==> config.mk <==
export PLATFORM = sky130hd
export DESIGN_NAME = square_tile_orientation_transform_unit
export DESIGN_NICKNAME = d
export VERILOG_FILES = /design/src/rtl/core/sotu_pkg.sv /design/src/rtl/core/sotu_front.sv /design/src/rtl/core/sotu_cmd_q.sv /design/src/rtl/core/sotu_back.sv /design/src/rtl/core/square_tile_orientation_transform_unit.sv
export SDC_FILE = /design/constraint.sdc
export NUM_CORES = 1
export LEC_CHECK = 0
export BUFFER_PORTS_ARGS = -buffer_cell sky130_fd_sc_hd__buf_4
export CORE_ASPECT_RATIO = 1.75
export CORE_MARGIN = 1.5
export CORE_UTILIZATION = 40
export DETAILED_ROUTE_END_ITERATION = 7
export PLACE_DENSITY_LB_ADDON = 0.05
export SLEW_MARGIN = 30
export SYNTH_ARGS = -nofsm -noshare
export SYNTH_HDL_FRONTEND = slang
export SYNTH_SLANG_ARGS = --single-unit
==> constraint.sdc <==
create_clock -name clk -period 5.6 [get_ports clk]
set_clock_uncertainty 0.2 [all_clocks]
set_input_delay 0.28 -clock clk [delete_from_list [all_inputs] [get_ports clk]]
set_output_delay 0.28 -clock clk [all_outputs]
set_load 0.005 [all_outputs]
==> src/rtl/core/sotu_pkg.sv <==
// Shared types and constants for the square tile orientation transform.
// No dependencies; imported by the front end, queue, emitter and top level.
package sotu_pkg;

  localparam int MODE_W     = 3;
  localparam int SIZE_W     = 4;
  localparam int CFG_IDX_W  = 2;
  localparam int CFG_DATA_W = 4;

  localparam logic [MODE_W-1:0] MODE_TRANSPOSE  = 3'd0;
  localparam logic [MODE_W-1:0] MODE_ANTI_TRANS = 3'd1;
  localparam logic [MODE_W-1:0] MODE_ROTATE_180 = 3'd2;
  localparam logic [MODE_W-1:0] MODE_FLIP_ROWS  = 3'd3;
  localparam logic [MODE_W-1:0] MODE_FLIP_COLS  = 3'd4;
  localparam logic [MODE_W-1:0] MODE_SWAP_MID   = 3'd5;

  localparam logic [CFG_IDX_W-1:0] REG_MODE = 2'd0;
  localparam logic [CFG_IDX_W-1:0] REG_SIZE = 2'd1;

  localparam logic [SIZE_W-1:0] SIZE_RESET = 4'd8;

  typedef struct packed {
    logic [SIZE_W-1:0] size;
    logic [MODE_W-1:0] mode;
  } tile_cmd_t;

  typedef struct packed {
    logic busy;
  } back_stat_t;

endpackage

==> src/rtl/core/sotu_front.sv <==
// Front end: configuration registers, element intake and tile store writes.
// Pushes one tile command per completed tile. Depends on sotu_pkg.
module sotu_front #(
  parameter int MAX_SIZE      = 8,
  parameter int ELEMENT_WIDTH = 16,
  parameter int ADDR_W        = 6,
  parameter int CNT_W         = 7
) (
  input  logic                             clk,
  input  logic                             rst_n,
  input  logic                             cfg_valid,
  output logic                             cfg_ready,
  input  logic [sotu_pkg::CFG_IDX_W-1:0]   cfg_index,
  input  logic [sotu_pkg::CFG_DATA_W-1:0]  cfg_data,
  input  logic                             in_valid,
  output logic                             in_ready,
  input  logic [ELEMENT_WIDTH-1:0]         in_element,
  input  sotu_pkg::back_stat_t             back_stat,
  input  logic                             q_empty,
  output logic                             q_push,
  output sotu_pkg::tile_cmd_t              q_cmd,
  output logic                             mem_we,
  output logic [ADDR_W-1:0]                mem_waddr,
  output logic [ELEMENT_WIDTH-1:0]         mem_wdata
);
  import sotu_pkg::*;

  logic [MODE_W-1:0]   mode_r;
  logic [SIZE_W-1:0]   size_r;
  logic [CNT_W-1:0]    cnt_r, cnt_nxt, cnt_inc;
  logic [SIZE_W-1:0]   size_eff;
  logic [2*SIZE_W-1:0] total_full;
  logic [CNT_W-1:0]    total;
  logic                accept, done;

  assign cfg_ready = 1'b1;

  always_ff @(posedge clk) begin
    if (!rst_n) begin
      mode_r <= MODE_TRANSPOSE;
      size_r <= SIZE_RESET;
    end else if (cfg_valid) begin
      case (cfg_index)
        REG_MODE: mode_r <= cfg_data[MODE_W-1:0];
        REG_SIZE: size_r <= cfg_data[SIZE_W-1:0];
        default: ;
      endcase
    end
  end

  always_comb begin
    if (size_r == '0) begin
      size_eff = SIZE_W'(1);
    end else if (size_r > SIZE_W'(MAX_SIZE)) begin
      size_eff = SIZE_W'(MAX_SIZE);
    end else begin
      size_eff = size_r;
    end
  end

  assign total_full = {{SIZE_W{1'b0}}, size_eff} * {{SIZE_W{1'b0}}, size_eff};
  assign total      = total_full[CNT_W-1:0];

  assign in_ready = q_empty & ~back_stat.busy;
  assign accept   = in_valid & in_ready;
  assign cnt_inc  = cnt_r + CNT_W'(1);
  assign done     = (cnt_inc >= total);

  always_comb begin
    cnt_nxt = cnt_r;
    if (accept) begin
      cnt_nxt = done ? '0 : cnt_inc;
    end
  end

  always_ff @(posedge clk) begin
    if (!rst_n) begin
      cnt_r <= '0;
    end else begin
      cnt_r <= cnt_nxt;
    end
  end

  assign mem_we      = accept;
  assign mem_waddr   = cnt_r[ADDR_W-1:0];
  assign mem_wdata   = in_element;
  assign q_push      = accept & done;
  assign q_cmd.size  = size_eff;
  assign q_cmd.mode  = mode_r;

endmodule

==> src/rtl/core/sotu_cmd_q.sv <==
// Two-entry command queue between the front end and the emitter.
// Depends on sotu_pkg.
module sotu_cmd_q (
  input  logic                clk,
  input  logic                rst_n,
  input  logic                push,
  input  sotu_pkg::tile_cmd_t push_cmd,
  input  logic                pop,
  output logic                empty,
  output sotu_pkg::tile_cmd_t head
);
  import sotu_pkg::*;

  tile_cmd_t   q_r [2];
  logic        wptr_r, rptr_r;
  logic [1:0]  cnt_r, cnt_nxt;
  logic        do_push, do_pop;

  assign empty   = (cnt_r == 2'd0);
  assign do_pop  = pop & ~empty;
  assign do_push = push & (cnt_r != 2'd2);
  assign head    = q_r[rptr_r];

  always_comb begin
    cnt_nxt = cnt_r;
    if (do_push & ~do_pop) begin
      cnt_nxt = cnt_r + 2'd1;
    end else if (do_pop & ~do_push) begin
      cnt_nxt = cnt_r - 2'd1;
    end
  end

  always_ff @(posedge clk) begin
    if (!rst_n) begin
      wptr_r <= 1'b0;
      rptr_r <= 1'b0;
      cnt_r  <= 2'd0;
    end else begin
      cnt_r <= cnt_nxt;
      if (do_push) begin
        wptr_r <= ~wptr_r;
      end
      if (do_pop) begin
        rptr_r <= ~rptr_r;
      end
    end
  end

  always_ff @(posedge clk) begin
    if (do_push) begin
      q_r[wptr_r] <= push_cmd;
    end
  end

endmodule

==> src/rtl/core/sotu_back.sv <==
// Emitter: tile store, reorientation address sequencer and output buffer.
// Depends on sotu_pkg.
module sotu_back #(
  parameter int MAX_SIZE      = 8,
  parameter int ELEMENT_WIDTH = 16,
  parameter int ADDR_W        = 6
) (
  input  logic                     clk,
  input  logic                     rst_n,
  input  logic                     mem_we,
  input  logic [ADDR_W-1:0]        mem_waddr,
  input  logic [ELEMENT_WIDTH-1:0] mem_wdata,
  input  logic                     q_valid,
  input  sotu_pkg::tile_cmd_t      q_head,
  output logic                     q_pop,
  output sotu_pkg::back_stat_t     back_stat,
  output logic                     out_valid,
  input  logic                     out_ready,
  output logic [ELEMENT_WIDTH-1:0] out_element,
  output logic                     out_last
);
  import sotu_pkg::*;

  localparam int DEPTH = MAX_SIZE * MAX_SIZE;

  logic [ELEMENT_WIDTH-1:0] store_r [DEPTH];

  logic                active_r;
  logic [SIZE_W-1:0]   n_r, i_r, j_r;
  logic [MODE_W-1:0]   mode_r;
  logic [SIZE_W-1:0]   e, h, partner, src_r, src_c;
  logic [2*SIZE_W-1:0] lin;
  logic [ADDR_W-1:0]   raddr;
  logic                issue, last_pos, pop_out;
  logic [2:0]          occ;

  logic                     rd_valid_r, rd_last_r;
  logic [ELEMENT_WIDTH-1:0] rd_data_r;

  logic [ELEMENT_WIDTH-1:0] of_data_r [2];
  logic                     of_last_r [2];
  logic                     of_wptr_r, of_rptr_r;
  logic [1:0]               of_cnt_r, of_cnt_nxt;

  assign e       = n_r - SIZE_W'(1);
  assign h       = n_r >> 1;
  assign partner = (h << 1) - j_r;

  always_comb begin
    src_r = i_r;
    src_c = j_r;
    case (mode_r)
      MODE_TRANSPOSE: begin
        src_r = j_r;
        src_c = i_r;
      end
      MODE_ANTI_TRANS: begin
        src_r = e - j_r;
        src_c = e - i_r;
      end
      MODE_ROTATE_180: begin
        src_r = e - i_r;
        src_c = e - j_r;
      end
      MODE_FLIP_ROWS: begin
        src_r = e - i_r;
      end
      MODE_FLIP_COLS: begin
        src_c = e - j_r;
      end
      MODE_SWAP_MID: begin
        if (((j_r + SIZE_W'(1)) == h || j_r == (h + SIZE_W'(1))) && partner < n_r) begin
          src_c = partner;
        end
      end
      default: ;
    endcase
  end

  assign lin   = {{SIZE_W{1'b0}}, src_r} * {{SIZE_W{1'b0}}, n_r} + {{SIZE_W{1'b0}}, src_c};
  assign raddr = lin[ADDR_W-1:0];

  assign pop_out  = out_valid & out_ready;
  assign occ      = {1'b0, of_cnt_r} + {2'b0, rd_valid_r} - {2'b0, pop_out};
  assign issue    = active_r & (occ < 3'd2);
  assign last_pos = (i_r == e) & (j_r == e);
  assign q_pop    = ~active_r & q_valid;

  assign back_stat.busy = active_r;

  always_ff @(posedge clk) begin
    if (!rst_n) begin
      active_r   <= 1'b0;
      rd_valid_r <= 1'b0;
    end else begin
      rd_valid_r <= issue;
      if (q_pop) begin
        active_r <= 1'b1;
      end else if (issue & last_pos) begin
        active_r <= 1'b0;
      end
    end
  end

  always_ff @(posedge clk) begin
    if (q_pop) begin
      n_r    <= q_head.size;
      mode_r <= q_head.mode;
      i_r    <= '0;
      j_r    <= '0;
    end else if (issue) begin
      if (j_r == e) begin
        j_r <= '0;
        i_r <= i_r + SIZE_W'(1);
      end else begin
        j_r <= j_r + SIZE_W'(1);
      end
    end
  end

  always_ff @(posedge clk) begin
    if (mem_we) begin
      store_r[mem_waddr] <= mem_wdata;
    end
    if (issue) begin
      rd_data_r <= store_r[raddr];
      rd_last_r <= last_pos;
    end
  end

  always_comb begin
    of_cnt_nxt = of_cnt_r;
    if (rd_valid_r & ~pop_out) begin
      of_cnt_nxt = of_cnt_r + 2'd1;
    end else if (pop_out & ~rd_valid_r) begin
      of_cnt_nxt = of_cnt_r - 2'd1;
    end
  end

  always_ff @(posedge clk) begin
    if (!rst_n) begin
      of_cnt_r  <= 2'd0;
      of_wptr_r <= 1'b0;
      of_rptr_r <= 1'b0;
    end else begin
      of_cnt_r <= of_cnt_nxt;
      if (rd_valid_r) begin
        of_wptr_r <= ~of_wptr_r;
      end
      if (pop_out) begin
        of_rptr_r <= ~of_rptr_r;
      end
    end
  end

  always_ff @(posedge clk) begin
    if (rd_valid_r) begin
      of_data_r[of_wptr_r] <= rd_data_r;
      of_last_r[of_wptr_r] <= rd_last_r;
    end
  end

  assign out_valid   = (of_cnt_r != 2'd0);
  assign out_element = of_data_r[of_rptr_r];
  assign out_last    = of_last_r[of_rptr_r];

endmodule

==> src/rtl/core/square_tile_orientation_transform_unit.sv <==
// Square tile orientation transform: (anti-)transpose, flip, rotate, mid swap.
// Top level; instantiates sotu_front, sotu_cmd_q and sotu_back; uses sotu_pkg.
//
// Usage:
//   cfg_*  : register writes (index 0 mode, index 1 tile size); cfg_ready is
//            always high. Write only while no tile is being emitted.
//   in_*   : tile elements in row-major order, one transaction per element,
//            up to one per cycle while a tile loads.
//   out_*  : the reoriented tile in row-major order, out_last on its final
//            element.
// Output: the tile's command passes the command queue to the emitter, then
//   each element passes the store read register and the output buffer;
//   results follow one per cycle while out_ready stays high.
// Tile sequence: an n x n tile is loaded, handed to the emitter and emitted,
//   one store read per cycle (single read port) while the output buffer has
//   room. in_ready drops from the completing element until the last read issues.
// Reset: clears the element count, queue and output buffer; mode returns to
//   transpose and the tile size to 8. The tile store is not cleared.
// Receiver stall: a two-entry output buffer absorbs the read in flight; store
//   reads pause while the buffer is full, nothing is dropped.
module square_tile_orientation_transform_unit #(
  parameter int MAX_SIZE      = 8,
  parameter int ELEMENT_WIDTH = 16
) (
  input  logic                            clk,
  input  logic                            rst_n,
  input  logic                            cfg_valid,
  output logic                            cfg_ready,
  input  logic [sotu_pkg::CFG_IDX_W-1:0]  cfg_index,
  input  logic [sotu_pkg::CFG_DATA_W-1:0] cfg_data,
  input  logic                            in_valid,
  output logic                            in_ready,
  input  logic [ELEMENT_WIDTH-1:0]        in_element,
  output logic                            out_valid,
  input  logic                            out_ready,
  output logic [ELEMENT_WIDTH-1:0]        out_element,
  output logic                            out_last
);
  import sotu_pkg::*;

  localparam int DEPTH  = MAX_SIZE * MAX_SIZE;
  localparam int ADDR_W = (DEPTH > 1) ? $clog2(DEPTH) : 1;
  localparam int CNT_W  = $clog2(DEPTH + 1);

  back_stat_t               back_stat;
  tile_cmd_t                push_cmd, head_cmd;
  logic                     q_push, q_pop, q_empty;
  logic                     mem_we;
  logic [ADDR_W-1:0]        mem_waddr;
  logic [ELEMENT_WIDTH-1:0] mem_wdata;

  sotu_front #(
    .MAX_SIZE      (MAX_SIZE),
    .ELEMENT_WIDTH (ELEMENT_WIDTH),
    .ADDR_W        (ADDR_W),
    .CNT_W         (CNT_W)
  ) u_front (
    .clk        (clk),
    .rst_n      (rst_n),
    .cfg_valid  (cfg_valid),
    .cfg_ready  (cfg_ready),
    .cfg_index  (cfg_index),
    .cfg_data   (cfg_data),
    .in_valid   (in_valid),
    .in_ready   (in_ready),
    .in_element (in_element),
    .back_stat  (back_stat),
    .q_empty    (q_empty),
    .q_push     (q_push),
    .q_cmd      (push_cmd),
    .mem_we     (mem_we),
    .mem_waddr  (mem_waddr),
    .mem_wdata  (mem_wdata)
  );

  sotu_cmd_q u_cmd_q (
    .clk      (clk),
    .rst_n    (rst_n),
    .push     (q_push),
    .push_cmd (push_cmd),
    .pop      (q_pop),
    .empty    (q_empty),
    .head     (head_cmd)
  );

  sotu_back #(
    .MAX_SIZE      (MAX_SIZE),
    .ELEMENT_WIDTH (ELEMENT_WIDTH),
    .ADDR_W        (ADDR_W)
  ) u_back (
    .clk         (clk),
    .rst_n       (rst_n),
    .mem_we      (mem_we),
    .mem_waddr   (mem_waddr),
    .mem_wdata   (mem_wdata),
    .q_valid     (~q_empty),
    .q_head      (head_cmd),
    .q_pop       (q_pop),
    .back_stat   (back_stat),
    .out_valid   (out_valid),
    .out_ready   (out_ready),
    .out_element (out_element),
    .out_last    (out_last)
  );

endmodule

# [Word level (Yosys, flattened, before mapping)]
# Memories as Yosys holds them, arrays and structs flattened. A register that Yosys moved wholly into a read port is not among the register bits.
# Index checks and enable logic that the tools add are counted.
[word_totals] ff_bits=33 ramBits=1072 wordCells=112 mem_count=4
[op_classes] add_sub_neg=15 n_mul=2 magnitude_cmp=4 eq_ne=11 n_mux=23 bitwise_logic=24 n_reduce_logical=15
[memory_table] name="u_back.store_r" words=64 width=16 rd=1 rd_ports_with_merged_regs=1 wr=1 line="sotu_back.sv:26" rtl="logic [ELEMENT_WIDTH-1:0] store_r [DEPTH];"
[memory_table] name="u_back.of_data_r" words=2 width=16 rd=1 rd_ports_with_merged_regs=1 wr=1 line="sotu_back.sv:40" rtl="logic [ELEMENT_WIDTH-1:0] of_data_r [2];"
[memory_table] name="u_cmd_q.q_r" words=2 width=7 rd=1 rd_ports_with_merged_regs=1 wr=1 line="sotu_cmd_q.sv:14" rtl="tile_cmd_t q_r [2];"
[memory_table] name="u_back.of_last_r" words=2 width=1 rd=1 rd_ports_with_merged_regs=1 wr=1 line="sotu_back.sv:41" rtl="logic of_last_r [2];"
[op_table] operator="two-way mux 4 bit" count=4
[op_table] operator="case mux 4 bit (4 select lines)" count=1
[op_table] operator="bitwise AND 1 bit" count=14
[op_table] operator="== test 4 bit" count=3
[op_table] operator="two-way mux 1 bit" count=12
[op_table] operator="case mux 4 bit (3 select lines)" count=1
[op_table] operator="subtractor 4 bit" count=3
[op_table] operator="NOT 1 bit" count=10
[op_table] operator="adder 4 x 1 -> 4 bit, second input constant" count=2
[op_table] operator="two-way mux 2 bit" count=4
[op_table] operator="nonzero test 2 bit" count=4
[op_table] operator="adder 7 x 1 -> 7 bit, second input constant" count=1
[op_table] operator="greater-or-equal comparator 7 bit" count=1
[op_table] operator="multiplier 4 x 4 -> 7 bit" count=1
[op_table] operator="two-way mux 7 bit" count=1
[op_table] operator="adder 6 x 4 -> 6 bit" count=1
[op_table] operator="== test 3 x 2 -> 1 bit, second input constant" count=2
[op_table] operator="== test 3 bit, second input constant" count=2
[op_table] operator="multiplier 4 x 4 -> 6 bit" count=1
[op_table] operator="AND reduction 2 bit" count=3
[op_table] operator="adder 2 x 1 -> 2 bit, second input constant" count=2
[op_table] operator="adder 3 x 1 -> 4 bit, second input constant" count=1
[op_table] operator="== test 4 x 3 -> 1 bit" count=1
[op_table] operator="greater-than comparator 4 bit, second input constant" count=1
[op_table] operator="15 further kinds" count=18

# [Depth between registers and ports, before layout]
# Gate-level depths: netlist of run 1.
[depth] ltp_word=11 depth_mapped=23 mapped_depth_nobuf=22

# [Cells and area by module]
# A second synthesis of run 1 with hierarchy kept.
[unflattened] cells_unflattened=2305 area_unflattened_um2=45745.1
[by_module_without_submodules] mod="sotu_back" instances=1 cells_per_inst=2122 area_each_um2=43885.8 seq_area_each_um2=32791.4
[by_module_without_submodules] mod="sotu_front" instances=1 cells_per_inst=133 area_each_um2=1129.8 seq_area_each_um2=280.3
[by_module_without_submodules] mod="sotu_cmd_q" instances=1 cells_per_inst=49 area_each_um2=725.7 seq_area_each_um2=520.5
[by_module_without_submodules] mod="square_tile_orientation_transform_unit" instances=1 cells_per_inst=1 area_each_um2=3.8 seq_area_each_um2=0.0

# [Least setup slack after synthesis of run 1]
# No wires, ideal clock.
[synth_timing] kind="register to register" startpoint="register u_back.n_r[1], read port of u_cmd_q.q_r" endpoint="register u_back.rd_data_r[0], read port of u_back.store_r, data pin" setup_ps=267 t_arrival_ps=5450 t_required_ps=5133 slack_ps=-317 path_stages_with_launch=18 n_path_buf=1 period_less_slack_ps=5917 cell_sequence="edfxtp_1 inv_1 ha_1 fa_1 xor2_1 mux2_2 a221oi_2 nand2_1 fa_1 inv_1 fa_1 fa_1 ha_1 xor2_2 buf_2 mux4_2 mux2i_1 mux2i_1"
[synth_via] elab_chain_cells=7 word_cells_on_any_way=15 classes_between="add/sub: 6; mul: 1; order compare: 1; eq/ne: 2; mux: 3; reduce/logical: 2"
[synth_rtl] item="from (decl)" line="sotu_back.sv:29" rtl="logic [SIZE_W-1:0] n_r, i_r, j_r;"
[synth_rtl] item="parallel branches: the longest is 6 deep, another holds multiplier 4 x 4 -> 6 bit"
[synth_rtl] item="adder 6 x 4 -> 6 bit *" line="sotu_back.sv:80" rtl="assign lin = {{SIZE_W{1'b0}}, src_r} * {{SIZE_W{1'b0}}, n_r} + {{SIZE_W{1'b0}}, src_c};"
[synth_rtl] item="to (decl)" line="sotu_back.sv:38" rtl="logic [ELEMENT_WIDTH-1:0] rd_data_r;"
# Every way passes the cells marked *.
# A chain may end at the register's enable or synchronous reset.

# [Final worst setup path of run 1]
[layout_timing] startpoint="register u_back.n_r[0], read port of u_cmd_q.q_r" endpoint="register u_back.rd_data_r[10], read port of u_back.store_r, data pin"
[layout_via] elab_chain_cells=5 word_cells_on_any_way=10 classes_between="add/sub: 4; mul: 1; order compare: 1; mux: 3; reduce/logical: 1"
[layout_rtl] item="subtractor 4 x 1 -> 4 bit / < comparator 4 bit (equally long branches)" line="sotu_back.sv:45, sotu_back.sv:72"
[layout_rtl] item="subtractor 4 bit, or another cell as far along" line="sotu_back.sv:59, sotu_back.sv:62, sotu_back.sv:66"
[layout_rtl] item="case mux 4 bit (3 select lines) / two-way mux 4 bit (equally long branches)" line="sotu_back.sv:52, sotu_back.sv:72"
[layout_rtl] item="multiplier 4 x 4 -> 6 bit / case mux 4 bit (4 select lines) (equally long branches)" line="sotu_back.sv:80, sotu_back.sv:52"
[layout_rtl] item="adder 6 x 4 -> 6 bit *" line="sotu_back.sv:80"
# Every way passes the cells marked *; elsewhere a longest branch is shown, timed or not.

==> results.md, run 1 <==
- Status: complete, but fails checks
- Failing checks: negative setup slack
- First-pass GRT wire length: 175000 microns
- Worst-Skew Late Latency: 710 ps
- CTS max path bufs: 3
- TritonCTS clock tree: built
- Fmax: 0.168 GHz
- Number of buffers created by CTS: 106
- Clock-pin slew on the worst setup and hold paths: 70 ps
- CP max stage delay: 850 ps
- Share of the synthesized area in the top cell type: 73.3%
- Row cnt: 162
- Cell total after placement: 3679
- Hold slack: 54.5 ps
- Crit-path slowest cell: fa_4
- Setup TNS: -4940 ps
- GRT overflow: 0
- Layout cell share with drive strength beyond 1: 36.6%
- Starting Density: 40.3%
- Routed WL: 124000 microns
- HPWL after detailed placement: 76300 microns
- Starting DRT DRC Count: 1757
- Syn avg cell area: 21.8 sq um
- Slew Limit Fails: 0
- Die Footprint: 0.114 sq mm
- Final Hold Fails: 0
- Ys async rst share: 0%
- Most numerous cell in the Yosys netlist: edfxtp_1
- Synth top area cells: edfxtp_1 73%, mux4_2 16%, dfxtp_1 1.5%, mux2i_1 1.2%, ha_1 1.1%
- Area taken by multi-input logic gates: 0.0112 sq mm
- Worst path bufs/invs: 5
- Crit path kind: reg2reg
- Crit. End Element: flop
- Prevailing post-synth register cell: edfxtp_1
- GPL Wtd Cong: 0.864
- I/O pins: 47
- Worst Path Arrival: 6230 ps
- DRT Pass-1 Iters: 5
- Post-route ant nets: 0
- Layout area overhead: 18.7%
- EDFF count, synth: 1096
- Min Tclk post-route: 5960 ps
- Die Y: 446 microns
- Largest net degree at the start of global routing: 65
- Synthesized instance count: 2057
- CP top delay family: adder cells
- Drt wl/cell: 31.3 microns
- Post-synth top area cell: edfxtp_1
- I/O Buffers: 45
- Vias in the first global route: 23200
- Register Area: 0.0336 sq mm
- Ys Warns: 0
- Cell Chain, Critical Path: inv_2 -> ha_4 -> fa_2 -> nand2_1 -> o21ai_1 -> mux2i_1 -> nor2_1 -> a21oi_2 -> and2_4 -> ha_4 -> ha_1 -> inv_1 -> fa_1 -> fa_4 -> buf_12 -> buf_16 -> buf_12 -> mux4_2 -> mux4_2 -> mux2i_4 -> mux2i_1
- Fin crit share: 106%
- Syn Std Cell Area: 0.0449 sq mm
- Via/cell ratio: 5.50
- Die X: 256 microns
- Filler Cell Count: 9167
- Sequential element share of the synthesized area: 74.8%
- Most frequent cells after synthesis: 1096 x edfxtp_1, 320 x mux4_2, 116 x nor2_1, 55 x mux2i_1, 52 x clkbuf_1
- Slew HR: 37.4%
- Startpoint types: flop
- #FFs+latches synth: 1129
- Nets: 2457
- Core Area: 0.111 sq mm
- Pre-CTS setup slack: -787 ps
- Fin worst setup slack: -364 ps
- Final setup vio count: 16
- RSZ-0062 raised after global routing: true
- Max-cap viol count: 0
- Ant. Diodes: 0
- Yosys cell types: 57
- DRC viols: 0
- Initial antenna violation count: 4
- Root Buffer: clkbuf_16
- CTS HTree Levels: 3
- All-layer global routing usage: 22.0%
- Hold crit path type: in2reg
- Final Non-Filler Cells: 3944
- CTS sink cnt: 1129
- Tightest Pin Transition: 933 ps
- Crit-path max FO: 7
- Required time of the critical path: 5870 ps
- Via count: 21700
==> cell usage in the layout, fill, tap and decap left out, types with 22 or more instances in the layout <==
cell and count:
buf_4 233, buf_12 39, clkinv_2 24, nor2_2 50, ha_1 33, mux4_2 320, mux2_2 26, a21oi_1 22
dlygate4sd3_1 28, clkbuf_16 107, edfxtp_1 1096, inv_1 25, dfxtp_1 33, nor2_1 59, mux2i_1 47, nand2_1 32
==> final timing paths <==
| check | start | to | slack, ps | cells after the start |
|---|---|---|---|---|
| worst min register to register | u_back.rd_data_r[12] | u_back.of_data_r[0][12] | 240 | 0 |
| worst max register to register | u_back.n_r[0] | u_back.rd_data_r[10] | -360 | 21 |
| worst max-delay path | u_back.n_r[0] | u_back.rd_data_r[10] | -360 | 21 |
| worst min-delay path | cfg_index[0] | u_front.size_r[1] | 50 | 4 |
==> kinds of logic after synthesis <==
| logic type | after synthesis | synth area share (%) |
|---|---|---|
| AOI/OAI and AO/OA | 73 | 1.02 |
| xor gates and xnor gates | 44 | 0.995 |
| adders and majority gates | 53 | 1.66 |
| buffers and inverters | 129 | 1.22 |
| DFF | 1129 | 74.8 |
| muxes | 403 | 18.0 |
| other | 2 | 0.0167 |
| and+or+nand+nor | 224 | 2.29 |
==> flip-flops by register name, indices dropped and copies added (netlist names), 3 cells and up, named ones only <==
signal	cells
u_back.rd_data_r	16
u_back.i_r	4
u_back.j_r	4
u_front.cnt_r	7
u_front.size_r	4
u_cmd_q.q_r	14
u_back.store_r	1024
u_back.mode_r	3
u_back.of_data_r	32
u_back.n_r	4
u_front.mode_r	3
==> stage by stage <==
| stage | utilization (%) | area, sq um |
|---|---|---|
| 4_1_cts | 47.7 | 53100 |
| 3_3_place_gp | 43.9 | 48800 |
| 3_5_place_dp | 43.9 | 48900 |
| 2_1_floorplan | - | 45000 |
| 5_1_grt | 47.9 | 53300 |
| 6_report | 47.9 | 53300 |
==> what timing repair did <==
action                                  CTS  global route
setup endpoints to repair                16            16
gates cloned                              2             0
setup buffers                            29             9
endpoints found under the hold margin  1014             0
pin swaps                                 3            13
hold buffers                             28             0
resized for setup                        32            19
==> layer usage <==
metal  vias to the layer above  share of wire [%]  global-route usage [%]
met2                       535                 56                    41.4
met3                       177                3.8                    3.01
met1                     11800                 36                    24.6
met5                         -              0.011                       0
li1                       9159                  -                       -
met4                         2                4.5                    10.0
==> worst min-delay path, stage by stage <==
cell      delay (ps)
buf_4            120
nand3b_1         310
mux2i_1          130
nor2_1            80
==> cell type report <==
type                            count  share of cell area [%]
Clock buffer                      123                    5.14
Timing Repair Buffer              312                    5.66
Clock inverter                     75                    1.43
Tap cell                         1476                    3.47
Multi-Input combinational cell    800                    21.1
Sequential cell                  1129                    63.0
Inverter                           29                   0.204
Power of run 1 is left out: the tool's default activity adds up to more than one toggle a clock period on the data nets, which glitch-free logic cannot reach.
==> run 2, diff against run 1 <==
--- a/config.mk
+++ b/config.mk
@@ -11,6 +11,7 @@
 export CORE_UTILIZATION = 40
 export DETAILED_ROUTE_END_ITERATION = 7
 export PLACE_DENSITY_LB_ADDON = 0.05
+export RECOVER_POWER = 100
 export SLEW_MARGIN = 30
 export SYNTH_ARGS = -nofsm -noshare
 export SYNTH_HDL_FRONTEND = slang
==> results.md, run 2 (same netlist as run 1, synthesis figures left out) <==
- TritonCTS clock tree: built
- Crit path kind: reg2reg
- Finished Cell Area: 0.0529 sq mm (-0.68%)
- CTS sink cnt: 1129 (unchanged)
- Crit. Startpoint: u_back.n_r[0]
- HPWL after detailed placement: 76300 microns (unchanged)
- Layout area overhead: 17.9%
- GPL Wtd Cong: 0.864 (unchanged)
- Worst path bufs/invs: 5 (unchanged)
- Hold Crit Depth: 4 (unchanged)
- Fmax: 0.168 GHz (+0.22%)
- Ant. Diodes: 0 (unchanged)
- Crit-path max FO: 7 (unchanged)
- I/O pins: 47 (unchanged)
- Worst-Skew Late Latency: 710 ps (about the same)
- Largest net degree at the start of global routing: 65 (unchanged)
- R2r setup slk: -350 ps (about the same)
- R2R Path End: u_back.rd_data_r[10]
- Via count: 21600 (-0.17%)
- FF-to-FF path depth: 21 (unchanged)
- Die Footprint: 0.114 sq mm (unchanged)
- I/O Buffers: 45 (unchanged)
- Tightest Pin Transition: 3230 ps (+2290 ps)
- Cell Chain, Critical Path: inv_2 -> ha_4 -> fa_2 -> nand2_1 -> o21ai_1 -> mux2i_1 -> nor2_1 -> a21oi_2 -> and2_4 -> ha_4 -> ha_1 -> inv_1 -> fa_1 -> fa_4 -> buf_12 -> buf_16 -> buf_12 -> mux4_2 -> mux4_2 -> mux2i_4 -> mux2i_1
- Starting Density: 40.3% (unchanged)
- Final Hold Fails: 0 (unchanged)
- Die X: 256 microns (unchanged)
- Hold wc startpoint: cfg_index[0]
- Hold crit path type: in2reg
- Number of buffers created by CTS: 106 (unchanged)
- GRT overflow: 0 (unchanged)
- Top Registers: u_back.store_r (1024), u_back.of_data_r (32), u_back.rd_data_r (16)
- Reg with most FFs: u_back.store_r
- Register Area: 0.0336 sq mm (unchanged)
- CTS HTree Levels: 3 (unchanged)
- Status: complete, but fails checks
- CP top delay family: adder cells
- Row cnt: 162 (unchanged)
- Max-cap viol count: 59 (+59)
- Slew HR: -115% (-150 points)
- Fin worst setup slack: -351 ps (+12.8 ps)
- RSZ-0062 raised after global routing: true
- Crit-path slowest cell: fa_4
- Via/cell ratio: 5.49 (-0.17%)
- Post-route ant nets: 0 (unchanged)
- Starting DRT DRC Count: 1826 (+3.9%)
- Routed WL: 124000 microns (about the same)
- First-pass GRT wire length: 175000 microns (unchanged)
- Worst Path Arrival: 6220 ps (about the same)
- Final setup vio count: 16 (unchanged)
- Layout cell share with drive strength beyond 1: 32.5% (-4.1 points)
- DRT Pass-1 Iters: 5 (unchanged)
- Vias in the first global route: 23200 (unchanged)
- Area taken by multi-input logic gates: 0.0112 sq mm (-0.56%)
- Most frequent cells in the layout: 1096 x edfxtp_1, 320 x mux4_2, 139 x buf_4, 107 x clkbuf_16, 96 x clkbuf_1
- DRC viols: 0 (unchanged)
- Core Area: 0.111 sq mm (unchanged)
- Initial antenna violation count: 4 (unchanged)
- Failing checks: max-capacitance violations, max-slew violations, negative setup slack
- CTS max path bufs: 3 (unchanged)
- Crit. End Element: flop
- Max reg flops: 1024 (unchanged)
- Clock-pin slew on the worst setup and hold paths: 70 ps (about the same)
- CP max stage delay: 850 ps (about the same)
- Filler Cell Count: 9243 (+0.83%)
- Root Buffer: clkbuf_16
- Die Y: 446 microns (unchanged)
- Required time of the critical path: 5870 ps (about the same)
- Placed inst area: 0.0489 sq mm (unchanged)
- All-layer global routing usage: 22.0% (unchanged)
- Hold Path Sink: u_front.size_r[1]
- Commonest non-fill, non-tap cell in the layout: edfxtp_1
- Startpoint types: flop
- Nets: 2457 (unchanged)
- Fin crit share: 106% (-0.23 points)
- Min Tclk post-route: 5950 ps (-12.8 ps)
- Drt wl/cell: 31.3 microns (about the same)
- Reg-to-reg startpoint: u_back.n_r[0]
- Slew Limit Fails: 1743 (+1743)
## run 2: worst max-delay path by stage
stage / cells past startpoint / endpoint
after floorplan: 17 / u_back.rd_data_r[14]
after CTS: 20 / u_back.rd_data_r[14]
after detailed placement: 19 / u_back.rd_data_r[3]
after global placement: 18 / u_back.rd_data_r[3]
final: 21 / u_back.rd_data_r[10]
after global routing: 21 / u_back.rd_data_r[0]
## run 2: worst register-to-register path: stages (launching register included)
cell	delay (ps)
edfxtp_1	430
inv_2	110
ha_4	200
fa_2	530
nand2_1	50
o21ai_1	110
mux2i_1	110
nor2_1	150
a21oi_2	70
and2_4	180
ha_4	230
ha_1	260
inv_1	40
fa_1	490
fa_4	850
buf_12	190
buf_16	170
buf_12	120
mux4_2	290
mux4_2	620
mux2i_4	230
mux2i_1	90
## run 2: area by class of cell
class                   instances  share of cell area, %
clock inverters                75                   1.44
well taps                    1476                   3.49
multi-input cells             800                   21.1
inverters                      29                  0.206
flip-flops and latches       1129                   63.4
repair buffers                312                   5.13
clock buffers                 123                   5.17
## run 2: per-stage QoR
step,instances,setup WS (ps),utilization (%),setup TNS (ps),hold slack [ps]
floorplan,2058,-75.1,-,-486,142
global placement,3679,-787,43.9,-9050,230
detailed placement,3679,-787,43.9,-9360,238
CTS,3935,-366,47.7,-5480,6.28
global route,3944,-550,47.6,-8750,64.3
finish,3944,-351,47.6,-4750,53.1
## run 2: layer usage
layer  vias to the layer above  global-route usage, %  share of wire [%]
li1                       9156                      -                  -
met1                     11800                   24.6                 36
met2                       514                   41.4                 56
met3                       182                   3.01                3.7
met4                         2                   10.0                4.6
met5                         -                      0              0.011
## run 2: repair_timing
item / 4_1_cts / 5_1_grt
hold endpoints to repair: 1014 / 0
pin swaps: 3 / 13
resized for setup: 32 / 19
buffers inserted: 29 / 9
hold buffers: 28 / 0
setup endpoints to repair: 16 / 16
cloned: 2 / 0
Power of run 2 is left out for the same reason.
